--- src/rtl/core/uniform_cubic_bspline_point_assert.svh ---
// ----------------------------------------------------------------------------
// Assertion macros for the uniform cubic B-spline point evaluator
// Each macro checks a property on the rising clock edge, outside reset.
// ----------------------------------------------------------------------------
`ifndef UNIFORM_CUBIC_BSPLINE_POINT_ASSERT_SVH
`define UNIFORM_CUBIC_BSPLINE_POINT_ASSERT_SVH

`ifndef SYNTH
`define UCBSP_ASSERT_IMPL(label, clk, rst_n, ante, cons) \
    label: assert property (@(posedge clk) disable iff (!rst_n) (ante) |-> (cons)) \
    else $error("same-cycle property violated");
`define UCBSP_ASSERT_NEXT(label, clk, rst_n, ante, cons) \
    label: assert property (@(posedge clk) disable iff (!rst_n) (ante) |=> (cons)) \
    else $error("next-cycle property violated");
`else
`define UCBSP_ASSERT_IMPL(label, clk, rst_n, ante, cons)
`define UCBSP_ASSERT_NEXT(label, clk, rst_n, ante, cons)
`endif

`endif

--- src/rtl/core/ucbsp_pkg.sv ---
// ----------------------------------------------------------------------------
// ucbsp_pkg
// Shared constants and types of the uniform cubic B-spline point evaluator.
// ----------------------------------------------------------------------------
`timescale 1ns / 1ps
`default_nettype none

package ucbsp_pkg;

    localparam int MAX_KNOTS = 64;
    localparam int IDX_W     = 6;
    localparam int COUNT_W   = 7;
    localparam int COORD_W   = 32;
    localparam int MU_W      = 17;
    localparam int NUM_TERMS = 4;
    localparam int TERM_W    = 2;

    localparam logic REQ_LOAD = 1'b0;
    localparam logic REQ_EVAL = 1'b1;

    typedef struct packed {
        logic                      req_type;
        logic [IDX_W-1:0]          knot_index;
        logic signed [COORD_W-1:0] knot_x;
        logic signed [COORD_W-1:0] knot_y;
        logic signed [COORD_W-1:0] knot_z;
        logic [MU_W-1:0]           mu;
    } req_t;

    typedef struct packed {
        logic signed [COORD_W-1:0] pos_x;
        logic signed [COORD_W-1:0] pos_y;
        logic signed [COORD_W-1:0] pos_z;
    } result_t;

    typedef struct packed {
        logic              load_we;
        logic              eval_start;
        logic              sq_en;
        logic              cube_en;
        logic              num_en;
        logic              div_en;
        logic              rd_en;
        logic [TERM_W-1:0] rd_term;
        logic              acc_clr;
    } dp_cmd_t;

endpackage

`default_nettype wire

--- src/rtl/core/ucbsp_ctrl.sv ---
// ----------------------------------------------------------------------------
// ucbsp_ctrl
// Sequencer that steps the datapath through weight computation and the
// multiply-accumulate over the four knot terms.
// ----------------------------------------------------------------------------
`timescale 1ns / 1ps
`default_nettype none

module ucbsp_ctrl (
    input  wire logic               clk,
    input  wire logic               rst_n,
    input  wire logic               start,
    input  wire logic               req_type,
    output logic                    busy,
    output logic                    done,
    output ucbsp_pkg::dp_cmd_t      cmd
);

    typedef enum logic [2:0] {
        ST_IDLE,
        ST_SQ,
        ST_CUBE,
        ST_NUM,
        ST_DIV,
        ST_MAC,
        ST_OUT
    } state_t;

    localparam logic [2:0] MAC_LAST = 3'(ucbsp_pkg::NUM_TERMS + 1);

    state_t     state_reg;
    state_t     state_next;
    logic [2:0] cnt_reg;
    logic [2:0] cnt_next;
    logic       done_reg;
    logic       done_next;
    logic       accept;

    assign busy   = (state_reg != ST_IDLE) && (state_reg != ST_OUT);
    assign done   = done_reg;
    assign accept = start && !busy;

    always_comb
    begin
        state_next = state_reg;
        cnt_next   = cnt_reg;
        done_next  = 1'b0;
        case (state_reg)
            ST_IDLE, ST_OUT:
            begin
                if (accept && (req_type == ucbsp_pkg::REQ_EVAL))
                begin
                    state_next = ST_SQ;
                end
                else
                begin
                    state_next = ST_IDLE;
                end
            end
            ST_SQ:   state_next = ST_CUBE;
            ST_CUBE: state_next = ST_NUM;
            ST_NUM:  state_next = ST_DIV;
            ST_DIV:
            begin
                state_next = ST_MAC;
                cnt_next   = '0;
            end
            ST_MAC:
            begin
                cnt_next = cnt_reg + 3'd1;
                if (cnt_reg == MAC_LAST)
                begin
                    state_next = ST_OUT;
                    done_next  = 1'b1;
                end
            end
            default: state_next = ST_IDLE;
        endcase
    end

    always_comb
    begin
        cmd            = '0;
        cmd.load_we    = accept && (req_type == ucbsp_pkg::REQ_LOAD);
        cmd.eval_start = accept && (req_type == ucbsp_pkg::REQ_EVAL);
        cmd.sq_en      = (state_reg == ST_SQ);
        cmd.cube_en    = (state_reg == ST_CUBE);
        cmd.num_en     = (state_reg == ST_NUM);
        cmd.div_en     = (state_reg == ST_DIV);
        cmd.acc_clr    = (state_reg == ST_DIV);
        cmd.rd_en      = (state_reg == ST_MAC) && (cnt_reg < 3'(ucbsp_pkg::NUM_TERMS));
        cmd.rd_term    = cnt_reg[ucbsp_pkg::TERM_W-1:0];
    end

    always_ff @(posedge clk or negedge rst_n)
    begin
        if (!rst_n)
        begin
            state_reg <= ST_IDLE;
            cnt_reg   <= '0;
            done_reg  <= 1'b0;
        end
        else
        begin
            state_reg <= state_next;
            cnt_reg   <= cnt_next;
            done_reg  <= done_next;
        end
    end

endmodule

`default_nettype wire

--- config.mk ---
export PLATFORM = sky130hd
export DESIGN_NAME = ucbsp_ctrl
export DESIGN_NICKNAME = d
export VERILOG_FILES = /design/src/rtl/core/uniform_cubic_bspline_point_assert.svh /design/src/rtl/core/ucbsp_pkg.sv /design/src/rtl/core/ucbsp_ctrl.sv
export SDC_FILE = /design/constraint.sdc
export NUM_CORES = 1
export LEC_CHECK = 0
export BUFFER_PORTS_ARGS = -buffer_cell sky130_fd_sc_hd__buf_4
export CORE_AREA = 2 2 39 41
export DETAILED_ROUTE_END_ITERATION = 12
export DIE_AREA = 0 0 41 43
export PLACE_DENSITY = 0.57
export RECOVER_POWER = 50
export SYNTH_ARGS = -nofsm -noshare
export SYNTH_HDL_FRONTEND = slang
export SYNTH_SLANG_ARGS = --single-unit
--- constraint.sdc ---
create_clock -name clk -period 3.05 [get_ports clk]
set_input_delay 0.61 -clock clk [delete_from_list [all_inputs] [get_ports clk]]
set_output_delay 0.61 -clock clk [all_outputs]
set_load 0.05 [all_outputs]
==> flow_metrics.tcl <==
set metrics [dict create \
    fmax_mhz 449 \
    dr.pass1.iters 4 \
    async_flop_share 1.00 \
    wirelength_um 796 \
    yosysTopAreaCellShare 0.415 \
    syn_area_um2 422 \
    cts_sinks 7 \
    max_slew_margin 0.729 \
    grt_use_met2 0.156 \
    antenna_cells 0 \
    cp_top_family "simple AND/OR/NAND/NOR gates" \
    synth-seq-cells 7 \
    grt_setup_unrepaired "no" \
    ctsHoldBuffers 0 \
    cp_max_fo 7 \
    hold_class "in -> async" \
    ctsLongestPathBuffers 2 \
    core_mm2 0.00138 \
    grt_usage 0.115 \
    synth_ff_type "dfrtp_1" \
    drt_iter0_markers 6 \
    syn_to_final_growth_pct 30.3 \
    yosysSeqAreaShare 0.415 \
    drive_gt1_frac 0.350 \
    hold_violations 0 \
    status "finished, final reports clean" \
    crit_path_cell_trace "nor2b_4 > or3_4 > nor3b_2 > buf_4" \
    tns_ns 0 \
    synth.area.top_cells "dfrtp_1 42%, ha_1 5.9%, nand2b_1 5.9%, buf_4 5.3%, nor2_1 5.3%" \
    ant_nets 0 \
    rows 14 \
    grt_use_met1 0.150 \
    grt-ovfl-total 0 \
    top_usage_layer "met2" \
    setup_viol 0 \
    drc_errors 0 \
    fin_skew_ns 0.00548 \
    grt_pass1_wl_um 1330 \
    slowest_delay_ns 0.44 \
    yosys.cell_types.count 21 \
    tightest_slew_ns 0.407 \
    synth.top_cells.by_count "7 x dfrtp_1, 6 x nor2_1, 4 x nand2_1, 4 x nand2b_1, 3 x buf_4" \
    r2r_slack_ns 1.93 \
    numCtsBuffers 3 \
    dieHeight_um 43 \
    synthCells 45 \
    vias_per_cell 4.50 \
    avgSynthCellArea_um2 9.37 \
    slowest_stage "dfrtp_1" \
    grt_pass1_vias 317 \
    routedWlPerCell_um 10.5 \
    cts_resized 0 \
    num-nets-final 67 \
    slew_viol_final 0 \
    cts_tree "done" \
    dieWidth_um 41 \
    portBuffers 15 \
    crit_start "state_reg[2]" \
    cts-htree-levels 1 \
    hpwl_um 614 \
    cp-start-kind "flip-flop" \
    antenna_found_initial 0 \
    io_pins 16 \
    cap_violations 0 \
    grt_max_degree 12 \
    worst-endpoint-arrival_ns 1.62 \
    start_util 0.305 \
    die_area_mm2 0.00176 \
    yosysWarnings 0 \
    clock_latency_ns 0.25 \
    gp_congestion 0.714 \
    crit_type "reg -> out" \
    syn_nets 51 \
    endpoint_kind "output pin" \
    finalCritPeriodShare 0.730 \
    root_buffer "clkbuf_4" \
    synth_edf_count 0 \
    synth_top_area_cell "dfrtp_1" \
    grt.met3_usage 0.0471 \
    synth.most_common_cell "dfrtp_1" \
    r2r-start "state_reg[1]" \
    worst_ep_required_time_ns 2.44 \
    cts.clk_slew.worst_paths_ns 0.06 \
    post_cts_buffers 0 \
    crit_buf_inv 1 \
    vias 342 \
    period_minus_slack_ns 2.23 \
]
metrics by stage:
stage / instances / setup slack (ns) / area, um2 / hold WS (ns) / util
floorplan: 45 / 0.718 / 422 / 0.314 / -
CTS: 76 / 0.802 / 553 / 0.158 / 0.400
global route: 76 / 0.742 / 549 / 0.283 / 0.397
detailed placement: 72 / 1.08 / 527 / 0.431 / 0.381
finish: 76 / 0.822 / 549 / 0.256 / 0.397
global placement: 72 / 1.13 / 527 / 0.428 / 0.381
cell type report:
class,count,area [um2]
fill,143,835
multi-input combinational,33,215
sequential,7,175
timing repair buffer,15,109
clock buffer,4,26.3
tap,16,20.0
inverter,1,3.75
cells by family (layout without fill, tap and decap cells):
logic type,Yosys count,after routing,share of synthesized area
AOI/OAI and AO/OA,7,7,0.107
DFF,7,7,0.415
adders and majority gates,2,2,0.0593
and+or+nand+nor,24,24,0.344
buffers and inverters,5,20,0.0742
path summary, 6_finish.rpt:
check / endpoint / cells past startpoint
worst min-delay path: done / 1
worst max register to register: state_reg[2] / 3
min in group clk: cnt_reg[0] / 2
worst max-delay path: cmd[9] / 4
max in group asynchronous: cnt_reg[1] / 1
worst min register to register: cnt_reg[0] / 2
cells in the final DEF, fill, tap and decap left out:
| cell | instances |
|---|---|
| nand3_1 | 1 |
| dfrtp_1 | 7 |
| nand2_1 | 4 |
| nand3b_1 | 2 |
| or3_4 | 1 |
| nand2b_1 | 4 |
| ha_1 | 2 |
| a21oi_1 | 2 |
| a21o_2 | 1 |
| nor2_1 | 6 |
| or2_1 | 2 |
| o2bb2ai_1 | 1 |
| clkbuf_4 | 3 |
| clkbuf_1 | 2 |
| and2_0 | 1 |
| nor3b_2 | 1 |
| inv_1 | 1 |
| nor2b_4 | 1 |
| nor2b_1 | 1 |
| a21o_1 | 1 |
| o21ai_0 | 2 |
| buf_4 | 14 |
layer usage:
layer,vias up,wire length [um]
li1,177,-
met1,154,364
met2,11,387
met3,0,44
met4,0,0
met5,-,0
Power is left out: the tool's default activity adds up to more than one toggle a clock period on the data nets, which glitch-free logic cannot reach.
